===== src/sfc_pkg.sv =====
`default_nettype none
package sfc_pkg;

    localparam int unsigned StoreBytes   = 18;
    localparam int unsigned ValueCount   = 9;
    localparam int unsigned QueueDepthDef = 2;
    localparam int unsigned CfgIdxW      = 2;

    localparam logic [7:0] SyncByteRst   = 8'hAA;
    localparam logic [7:0] RecordTypeRst = 8'h02;

    localparam logic [CfgIdxW-1:0] CfgSyncByte   = 2'd0;
    localparam logic [CfgIdxW-1:0] CfgRecordType = 2'd1;

    typedef enum logic [1:0] {
        ST_RECORD  = 2'd0,
        ST_BAD_SUM = 2'd1,
        ST_OTHER   = 2'd2,
        ST_SHORT   = 2'd3
    } t_status;

    typedef struct packed {
        t_status                         status;
        logic [7:0]                      ftype;
        logic [StoreBytes-1:0][7:0]      vbytes;
    } t_entry;

    typedef struct packed {
        logic full;
        logic empty;
    } t_q_stat;

endpackage
`default_nettype wire


===== src/sfc_front.sv =====
`default_nettype none
module sfc_front (
    input  wire logic           i_clk,
    input  wire logic           i_rst_n,
    input  wire logic           i_in_valid,
    output logic                o_in_stall,
    input  wire logic [7:0]     i_rx_byte,
    input  wire logic [7:0]     i_sync_byte,
    input  wire logic [7:0]     i_record_type,
    input  sfc_pkg::t_q_stat    i_q_stat,
    output logic                o_push,
    output sfc_pkg::t_entry     o_entry
);
    import sfc_pkg::*;

    typedef enum logic [5:0] {
        PH_SYNC1   = 6'b000001,
        PH_SYNC2   = 6'b000010,
        PH_TYPE    = 6'b000100,
        PH_LEN     = 6'b001000,
        PH_PAYLOAD = 6'b010000,
        PH_CHECK   = 6'b100000
    } t_phase;

    t_phase r_phase, n_phase;
    logic [7:0] r_type, n_type;
    logic [7:0] r_len, n_len;
    logic [7:0] r_seen, n_seen;
    logic [7:0] r_sum, n_sum;
    logic [StoreBytes-1:0][7:0] r_vbytes;

    logic       accept;
    logic [7:0] seen_inc;
    logic [7:0] expect_sum;
    t_status    status;

    assign o_in_stall = i_q_stat.full;
    assign accept     = i_in_valid && !i_q_stat.full;
    assign seen_inc   = r_seen + 8'd1;
    assign expect_sum = r_sum + i_sync_byte + i_sync_byte;

    always_comb begin
        if (i_rx_byte != expect_sum) begin
            status = ST_BAD_SUM;
        end else if (r_type != i_record_type) begin
            status = ST_OTHER;
        end else if (r_len < 8'(StoreBytes)) begin
            status = ST_SHORT;
        end else begin
            status = ST_RECORD;
        end
    end

    always_comb begin
        n_phase = r_phase;
        n_type  = r_type;
        n_len   = r_len;
        n_seen  = r_seen;
        n_sum   = r_sum;
        o_push  = 1'b0;
        if (accept) begin
            case (r_phase)
                PH_SYNC1: begin
                    if (i_rx_byte == i_sync_byte) begin
                        n_phase = PH_SYNC2;
                    end
                end
                PH_SYNC2: begin
                    n_phase = (i_rx_byte == i_sync_byte) ? PH_TYPE : PH_SYNC1;
                end
                PH_TYPE: begin
                    n_type  = i_rx_byte;
                    n_sum   = i_rx_byte;
                    n_phase = PH_LEN;
                end
                PH_LEN: begin
                    n_len   = i_rx_byte;
                    n_sum   = r_sum + i_rx_byte;
                    n_seen  = 8'd0;
                    n_phase = (i_rx_byte == 8'd0) ? PH_CHECK : PH_PAYLOAD;
                end
                PH_PAYLOAD: begin
                    n_sum  = r_sum + i_rx_byte;
                    n_seen = seen_inc;
                    if (seen_inc >= r_len) begin
                        n_phase = PH_CHECK;
                    end
                end
                PH_CHECK: begin
                    o_push  = 1'b1;
                    n_phase = PH_SYNC1;
                end
                default: begin
                    n_phase = PH_SYNC1;
                end
            endcase
        end
    end

    always_ff @(posedge i_clk) begin
        if (!i_rst_n) begin
            r_phase <= PH_SYNC1;
            r_type  <= 8'd0;
            r_len   <= 8'd0;
            r_seen  <= 8'd0;
            r_sum   <= 8'd0;
        end else begin
            r_phase <= n_phase;
            r_type  <= n_type;
            r_len   <= n_len;
            r_seen  <= n_seen;
            r_sum   <= n_sum;
        end
    end

    always_ff @(posedge i_clk) begin
        if (accept && (r_phase == PH_PAYLOAD) && (r_seen < 8'(StoreBytes))) begin
            r_vbytes[r_seen[4:0]] <= i_rx_byte;
        end
    end

    assign o_entry.status = status;
    assign o_entry.ftype  = r_type;
    assign o_entry.vbytes = r_vbytes;

endmodule
`default_nettype wire


===== src/sfc_queue.sv =====
`default_nettype none
module sfc_queue #(
    parameter int unsigned Depth = sfc_pkg::QueueDepthDef
) (
    input  wire logic           i_clk,
    input  wire logic           i_rst_n,
    input  wire logic           i_push,
    input  sfc_pkg::t_entry     i_entry,
    input  wire logic           i_pop,
    output sfc_pkg::t_entry     o_entry,
    output sfc_pkg::t_q_stat    o_stat
);
    import sfc_pkg::*;

    localparam int unsigned PtrW = (Depth > 1) ? $clog2(Depth) : 1;
    localparam int unsigned CntW = $clog2(Depth + 1);

    t_entry r_mem [Depth];
    logic [PtrW-1:0] r_wr, n_wr;
    logic [PtrW-1:0] r_rd, n_rd;
    logic [CntW-1:0] r_cnt, n_cnt;
    logic do_push, do_pop;

    assign o_stat.full  = (r_cnt == CntW'(Depth));
    assign o_stat.empty = (r_cnt == '0);
    assign do_push = i_push && !o_stat.full;
    assign do_pop  = i_pop && !o_stat.empty;
    assign o_entry = r_mem[r_rd];

    always_comb begin
        n_wr  = r_wr;
        n_rd  = r_rd;
        n_cnt = r_cnt;
        if (do_push) begin
            n_wr = (r_wr == PtrW'(Depth - 1)) ? '0 : r_wr + PtrW'(1);
        end
        if (do_pop) begin
            n_rd = (r_rd == PtrW'(Depth - 1)) ? '0 : r_rd + PtrW'(1);
        end
        if (do_push && !do_pop) begin
            n_cnt = r_cnt + CntW'(1);
        end else if (do_pop && !do_push) begin
            n_cnt = r_cnt - CntW'(1);
        end
    end

    always_ff @(posedge i_clk) begin
        if (!i_rst_n) begin
            r_wr  <= '0;
            r_rd  <= '0;
            r_cnt <= '0;
        end else begin
            r_wr  <= n_wr;
            r_rd  <= n_rd;
            r_cnt <= n_cnt;
        end
    end

    always_ff @(posedge i_clk) begin
        if (do_push) begin
            r_mem[r_wr] <= i_entry;
        end
    end

endmodule
`default_nettype wire


===== src/sfc_back.sv =====
`default_nettype none
module sfc_back (
    input  wire logic           i_clk,
    input  wire logic           i_rst_n,
    input  sfc_pkg::t_entry     i_entry,
    input  sfc_pkg::t_q_stat    i_q_stat,
    output logic                o_pop,
    output logic                o_out_valid,
    input  wire logic           i_out_stall,
    output logic [1:0]          o_status,
    output logic [7:0]          o_ftype,
    output logic [sfc_pkg::ValueCount-1:0][15:0] o_values
);
    import sfc_pkg::*;

    logic                       r_valid;
    logic [1:0]                 r_status;
    logic [7:0]                 r_ftype;
    logic [ValueCount-1:0][15:0] r_values, n_values;

    assign o_pop = !i_q_stat.empty && (!r_valid || !i_out_stall);

    always_comb begin
        for (int k = 0; k < ValueCount; k++) begin
            if (i_entry.status == ST_RECORD) begin
                n_values[k] = {i_entry.vbytes[2*k], i_entry.vbytes[2*k+1]};
            end else begin
                n_values[k] = 16'd0;
            end
        end
    end

    always_ff @(posedge i_clk) begin
        if (!i_rst_n) begin
            r_valid <= 1'b0;
        end else if (o_pop) begin
            r_valid <= 1'b1;
        end else if (!i_out_stall) begin
            r_valid <= 1'b0;
        end
    end

    always_ff @(posedge i_clk) begin
        if (o_pop) begin
            r_status <= i_entry.status;
            r_ftype  <= i_entry.ftype;
            r_values <= n_values;
        end
    end

    assign o_out_valid = r_valid;
    assign o_status    = r_status;
    assign o_ftype     = r_ftype;
    assign o_values    = r_values;

endmodule
`default_nettype wire


===== src/sync_frame_checksum_imu_parser.sv =====
// Channel  | Direction | Handshake               | Payload
// -------- | --------- | ----------------------- | ------------------------------------
// in       | input     | i_in_valid / o_in_stall | i_rx_byte
// out      | output    | o_out_valid / i_out_stall | o_frame_status, o_frame_type, values
// cfg      | input     | i_cfg_valid / o_cfg_ready | i_cfg_index, i_cfg_data
//
// One byte request is taken per cycle unless stalled; the parser state updates in the cycle
// it is taken. A result is queued on its checksum byte, then moved into the output register.
// The input stalls only while the result queue between parser and output register is full.
// Reset is synchronous and active low; it returns the parser to the sync hunt and empties the
// queue and output register. Configuration writes are always ready.
`default_nettype none
module sync_frame_checksum_imu_parser #(
    parameter int unsigned QueueDepth = sfc_pkg::QueueDepthDef
) (
    input  wire logic                        i_clk,
    input  wire logic                        i_rst_n,
    input  wire logic                        i_in_valid,
    output logic                             o_in_stall,
    input  wire logic [7:0]                  i_rx_byte,
    output logic                             o_out_valid,
    input  wire logic                        i_out_stall,
    output logic [1:0]                       o_frame_status,
    output logic [7:0]                       o_frame_type,
    output logic signed [15:0]               o_accel_x,
    output logic signed [15:0]               o_accel_y,
    output logic signed [15:0]               o_accel_z,
    output logic signed [15:0]               o_gyro_x,
    output logic signed [15:0]               o_gyro_y,
    output logic signed [15:0]               o_gyro_z,
    output logic signed [15:0]               o_mag_x,
    output logic signed [15:0]               o_mag_y,
    output logic signed [15:0]               o_mag_z,
    input  wire logic                        i_cfg_valid,
    output logic                             o_cfg_ready,
    input  wire logic [sfc_pkg::CfgIdxW-1:0] i_cfg_index,
    input  wire logic [7:0]                  i_cfg_data
);
    import sfc_pkg::*;

    logic [7:0] r_sync_byte;
    logic [7:0] r_record_type;

    t_entry  front_entry;
    t_entry  queue_entry;
    t_q_stat q_stat;
    logic    push;
    logic    pop;
    logic [ValueCount-1:0][15:0] values;

    assign o_cfg_ready = 1'b1;

    always_ff @(posedge i_clk) begin
        if (!i_rst_n) begin
            r_sync_byte   <= SyncByteRst;
            r_record_type <= RecordTypeRst;
        end else if (i_cfg_valid) begin
            case (i_cfg_index)
                CfgSyncByte:   r_sync_byte   <= i_cfg_data;
                CfgRecordType: r_record_type <= i_cfg_data;
                default: begin
                end
            endcase
        end
    end

    sfc_front u_front (
        .i_clk         (i_clk),
        .i_rst_n       (i_rst_n),
        .i_in_valid    (i_in_valid),
        .o_in_stall    (o_in_stall),
        .i_rx_byte     (i_rx_byte),
        .i_sync_byte   (r_sync_byte),
        .i_record_type (r_record_type),
        .i_q_stat      (q_stat),
        .o_push        (push),
        .o_entry       (front_entry)
    );

    sfc_queue #(
        .Depth (QueueDepth)
    ) u_queue (
        .i_clk   (i_clk),
        .i_rst_n (i_rst_n),
        .i_push  (push),
        .i_entry (front_entry),
        .i_pop   (pop),
        .o_entry (queue_entry),
        .o_stat  (q_stat)
    );

    sfc_back u_back (
        .i_clk       (i_clk),
        .i_rst_n     (i_rst_n),
        .i_entry     (queue_entry),
        .i_q_stat    (q_stat),
        .o_pop       (pop),
        .o_out_valid (o_out_valid),
        .i_out_stall (i_out_stall),
        .o_status    (o_frame_status),
        .o_ftype     (o_frame_type),
        .o_values    (values)
    );

    assign o_accel_x = signed'(values[0]);
    assign o_accel_y = signed'(values[1]);
    assign o_accel_z = signed'(values[2]);
    assign o_gyro_x  = signed'(values[3]);
    assign o_gyro_y  = signed'(values[4]);
    assign o_gyro_z  = signed'(values[5]);
    assign o_mag_x   = signed'(values[6]);
    assign o_mag_y   = signed'(values[7]);
    assign o_mag_z   = signed'(values[8]);

endmodule
`default_nettype wire


===== config.mk =====
export PLATFORM = sky130hd
export DESIGN_NAME = sync_frame_checksum_imu_parser
export DESIGN_NICKNAME = d
export VERILOG_FILES = /design/src/sfc_pkg.sv /design/src/sfc_front.sv /design/src/sfc_queue.sv /design/src/sfc_back.sv /design/src/sync_frame_checksum_imu_parser.sv
export SDC_FILE = /design/constraint.sdc
export NUM_CORES = 1
export LEC_CHECK = 0
export BUFFER_PORTS_ARGS = -buffer_cell sky130_fd_sc_hd__buf_2
export CAP_MARGIN = 20
export CORE_ASPECT_RATIO = 1.1
export CORE_UTILIZATION = 30
export DETAILED_ROUTE_END_ITERATION = 10
export SYNTH_ARGS = -nofsm -noshare
export SYNTH_HDL_FRONTEND = slang
export SYNTH_SLANG_ARGS = --single-unit
export TNS_END_PERCENT = 100

===== constraint.sdc =====
create_clock -name i_clk -period 38.3 [get_ports i_clk]
set_clock_uncertainty 0.05 [all_clocks]
set_input_delay 7.66 -clock i_clk [delete_from_list [all_inputs] [get_ports i_clk]]
set_output_delay 7.66 -clock i_clk [all_outputs]
set_load 0.01 [all_outputs]

== After elaboration in Yosys (flattened, before gate mapping) ==
Memory sizes are Yosys's and may differ from the RTL's. A register that Yosys moved wholly into a read port is not among the register bits.
Index checks and enable logic that the tools add are counted.
Operators by class
  $add $sub $neg: 8
  multipliers: 0
  divide/modulo/power cells: 0
  magnitude comparators: 5
  equal/unequal tests: 14
  shift-type cells: 0
  muxes and demuxes: 25
  bitwise gates (word level): 0
  reductions and logical operators: 31
Operators by type and width (number)
  $bwmux W144: 1
  $demux W8 S5: 1
  $pmux W8 S2: 2
  $pmux W6 S5: 1
  $add A8 B8 Y8: 3
  $mux W6: 3
  $lt A8 B5 Y1 const B: 2
  $ne A8 B8 Y1: 2
  $reduce_and A2 Y1: 6
  $mux W1: 10
  $mux W2: 5
  $logic_and A1 B1 Y1: 9
  $add A8 B1 Y8 const B: 1
  $eq A8 B8 Y1: 1
  $ge A8 B8 Y1: 1
  $logic_not A8 Y1: 1
  $mux W8: 1
  $eq A6 B1 Y1 const B: 1
  $eq A6 B2 Y1 const B: 1
  $eq A6 B3 Y1 const B: 1
  $eq A6 B4 Y1 const B: 1
  $eq A6 B5 Y1 const B: 1
  $eq A6 B6 Y1 const B: 1
  $logic_not A1 Y1: 6
  other kinds (14): 21
Word-level totals
  bits in registers: 357
  bits in latches: 0
  memory bits (writable): 308
  bits in read-only memories: 0
  input port bits: 23
  output and inout port bits: 157
  logic and storage cells: 124
  memories kept: 1
Memories
  u_queue.r_mem: depth 2, width 154, rd ports 1, clocked after Yosys merged registers in 1, write ports 1, line sfc_queue.sv:18  | t_entry r_mem [Depth];

== Depth between registers and ports, before layout ==
Gate-level depths: netlist (run 1).
  word-level depth: 9
  mapped depth: 11
  depth with buffers taken out: 10

== Modules after synthesis ==
Synthesis (run 1) repeated with hierarchy kept, for this count alone.
Second synthesis, totals
  cells, all modules: 1412
  area total of the unflattened synthesis: 25314.3 µm²
By module, submodules not included
  sfc_queue: instances 1, cells each 504, area each 11577.4 µm², sequential area each 9349.0 µm²
  sfc_front: instances 1, cells each 522, area each 7324.5 µm², sequential area each 5084.9 µm²
  sfc_back: instances 1, cells each 318, area each 5739.3 µm², sequential area each 4644.5 µm²
  sync_frame_checksum_imu_parser: instances 1, cells each 68, area each 673.1 µm², sequential area each 320.3 µm²

== Worst setup path after synthesis (run 1) ==
OpenSTA, ideal clock, no wires.
  kind: input-to-reg
  start: in i_in_valid
  end: mem u_queue.r_mem[0][0] (netlist bit), enable pin
  setup time: 0.856 ns
  arrival: 18.220 ns
  required time: 37.394 ns
  path slack: 19.174 ns
  cell stages on the path: 2
  buffers on the path: 0
  path through: nand2_2 > nor3_1
Between the ends
  cells in the longest elaborated chain, start to end: 5
RTL lines
  start, declared: line sync_frame_checksum_imu_parser.sv:18  | input wire logic i_in_valid,
  $logic_and A1 B1 Y1: line sfc_front.sv:38  | assign accept = i_in_valid && !i_q_stat.full;
  $mux W1: line sfc_front.sv:61  | if (accept) begin
  $logic_and A1 B1 Y1: line sfc_queue.sv:26  | assign do_push = i_push && !o_stat.full;
  $mux W1: line sfc_queue.sv:60  | if (do_push) begin
  $mux W1 (not written as such): line sfc_queue.sv:61  | r_mem[r_wr] <= i_entry;
  end, declared: line sfc_queue.sv:18
No other way between the ends.

== Worst setup path in the final report (run 1) ==
  start: in i_in_valid
  end: mem u_queue.r_mem[1][21] (netlist bit), enable pin
Between the ends
  cells in the longest elaborated chain, start to end: 5
RTL lines
  $logic_and A1 B1 Y1: line sfc_front.sv:38
  $mux W1: line sfc_front.sv:61
  $logic_and A1 B1 Y1: line sfc_queue.sv:26
  named net u_queue.do_push: line sfc_queue.sv:22  | logic do_push, do_pop;
  $mux W1: line sfc_queue.sv:60
  $mux W1 (not written as such): line sfc_queue.sv:61
The timed path passes the listed nets, and every way through them passes these cells.

==> flow_summary.json, run 1 <==
{
  "layout_common_cells": "edfxtp_1 (606), nor2_1 (212), buf_2 (178)",
  "fmax_ghz": 0.102,
  "fin_crit_sh": 0.255,
  "syn_nets": 1443,
  "synth_top_family_by_area": "multiplexers",
  "nets": 1642,
  "drcViolationCount": 0,
  "ys_top_cells_by_area": "edfxtp_1 (75%), mux2i_1 (7.0%), dfxtp_1 (5.0%)",
  "slew_headroom": 0.303,
  "wl_um": 49000,
  "worst_path_largest_cell_delay_ns": 0.81,
  "pwr-share-comb": 0.165,
  "fin_cells": 2685,
  "gr-usage-all-layers": 0.119,
  "rsz0062_at_grt": "no",
  "hp-class": "reg -> reg",
  "cts_made_buffers": 58,
  "p_leak_uw": 0.00976,
  "endpoint": "u_queue.r_mem[1][21]$_DFFE_PP_",
  "h-tree-depth": 2,
  "outcome": "completed",
  "rr_endpoint": "u_back.o_values[63]$_SDFFCE_PP0P_",
  "hold_viol": 0,
  "cts.repair.resized": 0,
  "critPathKind": "in -> reg",
  "swShare": 0.266,
  "start_util": 0.304,
  "drive_gt1_frac": 0.192,
  "path_clk_slew_ns": 0.07,
  "grt_max_degree": 87,
  "synth-seq-cells": 666,
  "startpoint": "i_in_valid",
  "synth-simple-area-share": 0.0538,
  "ys_types": 58,
  "power_density_mw_per_mm2": 65.4,
  "power.total_uw": 1860,
  "hpwl_um": 30500,
  "clock_latency_ns": 0.63,
  "grt-ovfl-total": 0,
  "die_y_um": 299,
  "grt_pass1_vias": 12000,
  "crit_arrival_ns": 9.95,
  "root_buffer": "clkbuf_16",
  "netlist_area_sq_mm": 0.0241,
  "dp_slack_ns": 27.82,
  "cts.sinks": 666,
  "core_area_sq_mm": 0.0793,
  "clkPwrFrac": 0.333,
  "synth_xor_area_frac": 0.0163,
  "syn_avg_cell_area_sq_um": 17.3,
  "maxCapViolCount": 0,
  "synthMuxAreaShare": 0.0744,
  "start_kind": "input port",
  "drv_slew": 0,
  "final.setup.worst_slack_ns": 28.54,
  "synth_compound_area_frac": 0.0232,
  "grt_pass1_wl_um": 73200,
  "multi_input_area_sq_mm": 0.00443,
  "path_delay_family": "buffers and inverters",
  "syn_inst": 1392,
  "diodes": 0,
  "antenna_found_initial": 2,
  "cp_cell_sequence": "buf_2 > nand2_2 > nor2_1 > and2_4 > buf_16 > buf_4",
  "async_flop_share": 0,
  "cts_buffer_depth": 3,
  "gp_congestion": 0.791,
  "areaGrowthSynthToFinish_pct": 17.5,
  "avgRoutedWirePerCell_um": 18.3,
  "drtIter0Drc": 779,
  "placed_cells": 2574,
  "seq_area_frac_synth": 0.804,
  "path_depth": 6,
  "holdBufCountCts": 0,
  "synth_enable_flop_cells": 606,
  "yosys.area_share.adder": 0.0151,
  "rows": 108,
  "ant_nets": 0,
  "reg2reg_depth": 4,
  "required_ns": 38.48,
  "internal_power_uw": 1360,
  "finalSetupViolations": 0,
  "seqPwrFrac": 0.502,
  "critPathCaptureType": "flop",
  "critPathSlowestCell": "buf_4",
  "ys.warnings.count": 0,
  "cts_tree": "built",
  "switchingPower_uw": 494,
  "die_x_um": 272,
  "cp_max_fo": 74,
  "crit_buf_inv": 3,
  "portBuffers": 178,
  "totalNegativeSetupSlack_ns": 0,
  "worst_pin_slew_ns": 1.04,
  "dieArea_sq_mm": 0.0816,
  "synth_top_area_share": 0.754,
  "layout_min_cycle_time_ns": 9.76,
  "vias_per_cell": 4.36,
  "r2r_setup_slack_ns": 34.86,
  "yosys.area.top_type": "edfxtp_1",
  "peakVddDrop_uv": 40.9,
  "layout_commonest_cell": "edfxtp_1",
  "fin_util": 0.357,
  "ys.flop_type": "edfxtp_1",
  "post-cts-setup-buffer-count": 0,
  "register_area_sq_mm": 0.0194,
  "fillers": 7354,
  "num_vias": 11700,
  "drt_first_pass_iters": 5,
  "io_pins": 180
}
[state kept, by name, indices dropped and copies added, names as in the netlist, named ones only]
signal / cells
u_queue.r_mem: 308
u_front.r_sum: 8
u_queue.r_cnt: 2
u_back.o_status: 2
u_front.r_phase: 6
u_front.r_seen: 8
u_back.o_out_valid: 1
r_sync_byte: 8
r_record_type: 8
u_back.o_ftype: 8
u_front.r_len: 8
u_front.r_type: 8
u_queue.r_wr: 1
u_back.o_values: 144
u_queue.r_rd: 1
u_front.o_entry: 144
[stage by stage]
stage          cell area, sq um  hold slack (ns)
2_1_floorplan             24100            0.371
3_3_place_gp              26200            0.374
3_5_place_dp              26300            0.379
4_1_cts                   28300            0.341
5_1_grt                   28400            0.359
6_report                  28400            0.358
[worst min path at each step]
stage / from / end / slack [ns] / cells after the start
final: u_front.o_entry[132]$_DFFE_PP_ / u_queue.r_mem[1][132]$_DFFE_PP_ / 0.36 / 0
after detailed placement: u_front.o_entry[140]$_DFFE_PP_ / u_queue.r_mem[1][140]$_DFFE_PP_ / 0.38 / 0
after global placement: u_front.o_entry[26]$_DFFE_PP_ / u_queue.r_mem[0][26]$_DFFE_PP_ / 0.37 / 0
after floorplan: u_front.o_entry[0]$_DFFE_PP_ / u_queue.r_mem[0][0]$_DFFE_PP_ / 0.37 / 0
after CTS: u_front.o_entry[97]$_DFFE_PP_ / u_queue.r_mem[0][97]$_DFFE_PP_ / 0.34 / 0
after global routing: u_front.o_entry[97]$_DFFE_PP_ / u_queue.r_mem[0][97]$_DFFE_PP_ / 0.36 / 0
[final cells by class]
cell class	count	area share
Multi-Input combinational cell	647	0.156
Timing Repair Buffer	196	0.0383
Inverter	22	0.00309
Tap cell	1045	0.0461
Sequential cell	666	0.684
Clock buffer	67	0.0531
Clock inverter	42	0.0191
[logic make-up after synthesis]
| kind of cell | after synthesis |
|---|---|
| buf+inv | 79 |
| fa+ha+maj | 28 |
| flops | 666 |
| compound gates | 90 |
| mux | 178 |
| simple gates | 305 |
| other cells | 1 |
| xor+xnor | 45 |
[routing by layer]
layer | track usage | share of wire | wire length [um]
met1 | 0.146 | 0.42 | 20600
met2 | 0.209 | 0.51 | 25100
met4 | 0.0369 | 0.023 | 1120
met3 | 0.0240 | 0.046 | 2250
met5 | 0 | 0.00055 | 27
[worst register-to-register path: cells and delay by family (launching register included)]
family	cells	cell delay (ns)
flip-flops	1	1.02
AND/OR/NAND/NOR	2	0.97
buffers and inverters	1	0.73
multiplexers	1	0.36
[power groups by stage]
stage	Sequential, uW	Clock, uW	Combinational, uW
6_report	931	618	306
5_1_grt	939	657	334
4_1_cts	935	633	310
3_5_place_dp	950	0	310
3_3_place_gp	951	0	304
2_1_floorplan	977	0	160
[Yosys cell counts (3+ instances only)]
master / count
xor2_1: 15
nand4_1: 6
nor3_1: 4
o21ai_0: 16
mux2i_1: 168
a22oi_1: 5
inv_1: 21
edfxtp_1: 606
o211ai_1: 5
and2_1: 4
nand3_1: 14
nand2_1: 37
clkbuf_1: 40
nand2_2: 3
o21ai_1: 5
nor4_1: 3
a21o_1: 5
xnor2_1: 30
a21oi_1: 30
buf_1: 3
nor2_1: 212
o21a_1: 4
a211oi_1: 4
o221ai_1: 3
buf_2: 13
ha_1: 26
nand2b_1: 3
mux2_2: 10
dfxtp_1: 60
(Power assumes the default switching activity.)
==> run 2, diff against run 1 <==
- clock period: 38.3 -> 8.72 ns (I/O delays scaled with it)
==> run 2 against run 1 <==
Compared with the run above:
- cell count about the same
- register-to-register slack got worse by 29 ns
- non-clock buffer count decreased by 4
- first-iteration DRC count is 1.7% higher
- core utilization decreased by 0.15 points
- count of clock-buffer cells in the layout rose by 3
- final area shrank 0.41%
- critical path depth stayed put
- combinational power rose to 4.3 times the previous value
- sequential share of layout area rose by 0.28 points
- worst setup slack worse by 24 ns
- hold slack better by 0.032 ns
- highest routed layer unchanged
==> flow_summary.json, run 2 (same netlist as run 1, synthesis figures left out) <==
{
  "outcome": "completed",
  "cts.sinks": 666,
  "crit_buf_inv": 4,
  "core_area_sq_mm": 0.0793,
  "grt_pass1_wl_um": 74100,
  "p_leak_uw": 0.00969,
  "critPathCaptureType": "flop",
  "critPathSlowestCell": "buf_4",
  "endpoint": "u_queue.r_mem[0][110]$_DFFE_PP_",
  "h-tree-depth": 2,
  "die_x_um": 272,
  "worst_path_largest_cell_delay_ns": 0.81,
  "grt_pass1_vias": 12300,
  "cts_made_buffers": 60,
  "root_buffer": "clkbuf_16",
  "power_density_mw_per_mm2": 285,
  "fmax_ghz": 0.269,
  "rsz0062_at_grt": "no",
  "areaGrowthSynthToFinish_pct": 17.0,
  "cts_tree": "built",
  "totalNegativeSetupSlack_ns": 0,
  "rr_endpoint": "u_queue.r_mem[0][110]$_DFFE_PP_",
  "largest_reg_flops": 308,
  "holdBufCountCts": 0,
  "critPathMostFrequentCell": "buf_4",
  "grt_max_degree": 104,
  "drt_first_pass_iters": 5,
  "clock_latency_ns": 0.62,
  "layout_commonest_cell": "edfxtp_1",
  "drv_slew": 0,
  "wl_um": 49700,
  "finalSetupViolations": 0,
  "num_vias": 11800,
  "portBuffers": 178,
  "diodes": 0,
  "drive_gt1_frac": 0.186,
  "r2r-start": "u_front.r_phase[2]$_SDFFE_PN0P_",
  "drcViolationCount": 0,
  "fillers": 7366,
  "path_depth": 6,
  "dp_slack_ns": 4.18,
  "drtIter0Drc": 792,
  "required_ns": 8.96,
  "start_util": 0.304,
  "dpl_cell_area_sq_mm": 0.0262,
  "hp-class": "reg -> reg",
  "hpwl_um": 31700,
  "die_y_um": 299,
  "hold_viol": 0,
  "maxCapViolCount": 0,
  "layout_min_cycle_time_ns": 3.71,
  "startpoint": "i_in_valid",
  "rows": 108,
  "path_delay_family": "buffers and inverters",
  "vias_per_cell": 4.40,
  "gr-usage-all-layers": 0.120,
  "post-cts-setup-buffer-count": 0,
  "reg2reg_depth": 6,
  "cp_max_fo": 75,
  "critPathKind": "in -> reg",
  "ant_nets": 0,
  "cts.repair.resized": 0,
  "final.setup.worst_slack_ns": 5.01,
  "layout_common_cells": "edfxtp_1 (606), nor2_1 (212), buf_2 (178)",
  "r2r_setup_slack_ns": 5.50,
  "timing.hold.ws_ns": 0.391,
  "fin_crit_sh": 0.426,
  "io_pins": 180,
  "antenna_found_initial": 5,
  "cp_cell_sequence": "buf_2 > nand2_2 > nor3_4 > buf_4 > buf_4 > buf_12",
  "gp_congestion": 0.768,
  "max_flop_register": "u_queue.r_mem",
  "fin_util": 0.356,
  "start_kind": "input port",
  "nets": 1640,
  "dieArea_sq_mm": 0.0816,
  "peakVddDrop_uv": 233,
  "cts_buffer_depth": 3,
  "worst_pin_slew_ns": 1.11,
  "avgRoutedWirePerCell_um": 18.5,
  "final_cell_area_sq_mm": 0.0282,
  "crit_arrival_ns": 3.96,
  "path_clk_slew_ns": 0.06,
  "grt-ovfl-total": 0,
  "slew_headroom": 0.261
}
run 2: worst min-delay path by stage:
stage / from / end / slack [ns] / cells past startpoint
finish: u_front.o_entry[43]$_DFFE_PP_ / u_queue.r_mem[0][43]$_DFFE_PP_ / 0.39 / 0
global route: u_front.o_entry[43]$_DFFE_PP_ / u_queue.r_mem[0][43]$_DFFE_PP_ / 0.40 / 0
CTS: u_front.o_entry[43]$_DFFE_PP_ / u_queue.r_mem[0][43]$_DFFE_PP_ / 0.39 / 0
detailed placement: u_front.o_entry[43]$_DFFE_PP_ / u_queue.r_mem[1][43]$_DFFE_PP_ / 0.38 / 0
global placement: u_front.o_entry[81]$_DFFE_PP_ / u_queue.r_mem[1][81]$_DFFE_PP_ / 0.37 / 0
floorplan: u_front.o_entry[0]$_DFFE_PP_ / u_queue.r_mem[0][0]$_DFFE_PP_ / 0.37 / 0
run 2: per-stage QoR:
| stage | std cells | total power, uW |
|---|---|---|
| after detailed placement | 2570 | 5520 |
| after CTS | 2681 | 8160 |
| after global routing | 2683 | 8360 |
| final | 2683 | 8040 |
| after floorplan | 1392 | 4990 |
| after global placement | 2570 | 5490 |
run 2: report_power, final:
group,internal [uW],switching [uW]
clock,1520,1130
sequential,3940,144
combinational,451,864
total,5900,2130
run 2: layout make-up:
cell class,instances,area (sq um),area share
Sequential cell,666,19400,0.687
Inverter,22,87.6,0.00310
Multi-Input combinational cell,647,4430,0.157
Clock inverter,41,423,0.0150
Tap cell,1045,1310,0.0463
Clock buffer,70,1560,0.0552
Timing Repair Buffer,192,1030,0.0364
run 2: routing by layer:
metal,GRT usage,part of all wire
met4,0.0372,0.023
met3,0.0231,0.043
met2,0.219,0.52
met5,0,0.0011
met1,0.141,0.41
==> run 3, diff against run 2 <==
- clock period: 8.72 -> 3.2 ns (I/O delays scaled with it)
==> run 3 against run 2 <==
Compared with the run above:
- count of clock-buffer cells in the layout increased by 11
- sequential power increased to 2.7 times the previous value
- wire length increased by 3.0%
- core utilization increased by 0.56 points
- first-iteration DRC count increased by 1.0%
==> flow_summary.json, run 3 (same netlist as run 1, synthesis figures left out) <==
{
  "grt-ovfl-total": 0,
  "required_ns": 3.65,
  "cts_tree": "built",
  "layout_common_cells": "edfxtp_1 (606), nor2_1 (212), buf_2 (178)",
  "root_buffer": "clkbuf_16",
  "outcome": "completed",
  "cts.repair.resized": 0,
  "holdBufCountCts": 0,
  "power_density_mw_per_mm2": 773,
  "cts.sinks": 666,
  "finalSetupViolations": 0,
  "portBuffers": 178,
  "hpwl_um": 33500,
  "dp_slack_ns": 0.459,
  "grt_pass1_wl_um": 76200,
  "wl_um": 51300,
  "drt_first_pass_iters": 5,
  "fmax_ghz": 0.374,
  "cp_max_fo": 8,
  "grt_use_met2": 0.227,
  "use_met1": 0.147,
  "largest_reg_flops": 308,
  "io_pins": 180,
  "grt-busiest-layer": "met2",
  "maxCapViolCount": 0,
  "hold_viol": 0,
  "dieArea_sq_mm": 0.0816,
  "drv_slew": 0,
  "fin_util": 0.362,
  "drive_gt1_frac": 0.206,
  "layout_min_cycle_time_ns": 2.68,
  "grt_max_degree": 79,
  "fin_cells": 2722,
  "vias_per_cell": 4.39,
  "layout_commonest_cell": "edfxtp_1",
  "hp-class": "in -> reg",
  "antenna_found_initial": 6,
  "ant_nets": 0,
  "core_area_sq_mm": 0.0793,
  "grt_pass1_vias": 12300,
  "avgRoutedWirePerCell_um": 18.8,
  "totalNegativeSetupSlack_ns": 0,
  "die_y_um": 299,
  "max_flop_register": "u_queue.r_mem",
  "critPathCaptureType": "flop",
  "power.total_uw": 22200,
  "rsz0062_at_grt": "no",
  "gp_congestion": 0.803,
  "cts_buffer_depth": 3,
  "peakVddDrop_uv": 458,
  "crit_arrival_ns": 3.13,
  "fin_crit_sh": 0.836,
  "num_vias": 12000,
  "placed_cells": 2603,
  "cts_made_buffers": 66,
  "path_clk_slew_ns": 0.06,
  "drcViolationCount": 0,
  "areaGrowthSynthToFinish_pct": 18.9,
  "die_x_um": 272,
  "gr-usage-all-layers": 0.125,
  "h-tree-depth": 3,
  "drtIter0Drc": 800,
  "use_met3": 0.0240,
  "clock_latency_ns": 0.60,
  "final.setup.worst_slack_ns": 0.525,
  "post-cts-setup-buffer-count": 0,
  "nets": 1677,
  "worst_pin_slew_ns": 0.870,
  "slew_headroom": 0.416,
  "start_kind": "flop",
  "start_util": 0.304,
  "critPathKind": "reg -> reg",
  "p_leak_uw": 0.00992,
  "rows": 108,
  "diodes": 0
}
[run 3: final timing paths]
check	cells past startpoint	endpoint	slack (ns)	from
worst min register to register	0	u_queue.r_mem[0][1]$_DFFE_PP_	0.39	u_front.o_entry[1]$_DFFE_PP_
worst max-delay path	10	u_front.r_phase[0]$_SDFFE_PN1P_	0.52	u_front.r_seen[0]$_SDFFE_PN0P_
worst min-delay path	3	r_sync_byte[5]$_SDFFE_PN1P_	0.23	i_cfg_data[5]
worst max register to register	10	u_front.r_phase[0]$_SDFFE_PN1P_	0.52	u_front.r_seen[0]$_SDFFE_PN0P_
[run 3: metal layers]
metal,vias up,share of wire
met3,85,0.039
met1,5956,0.41
met4,6,0.022
met5,-,0.00068
met2,261,0.53
li1,5650,-
[run 3: cell type report]
cell class | instances | area, sq um
Clock buffer | 81 | 1730
Clock inverter | 38 | 340
Fill cell | 7348 | 50600
Inverter | 22 | 86.3
Multi-Input combinational cell | 647 | 4460
Sequential cell | 666 | 19400
Tap cell | 1045 | 1310
Timing Repair Buffer | 223 | 1350
[run 3: through the flow]
| step | area (sq um) | hold slack (ns) |
|---|---|---|
| after floorplan | 24200 | 0.371 |
| after global placement | 26600 | 0.375 |
| after detailed placement | 26600 | 0.379 |
| after CTS | 28700 | 0.183 |
| after global routing | 28700 | 0.212 |
| final | 28700 | 0.227 |
[run 3: power breakdown]
| part | switching [uW] | internal (uW) |
|---|---|---|
| logic | 2450 | 1340 |
| registers | 338 | 10700 |
| clock network | 3260 | 4080 |
[run 3: critical path: stages (launching register included)]
cell	delay, ns
dfxtp_1	0.49
ha_1	0.32
and3_1	0.22
xor2_1	0.21
ha_1	0.20
o21ai_0	0.10
nand2b_1	0.08
o2111ai_1	0.14
o21ai_1	0.32
nand2_1	0.17
o311ai_1	0.28
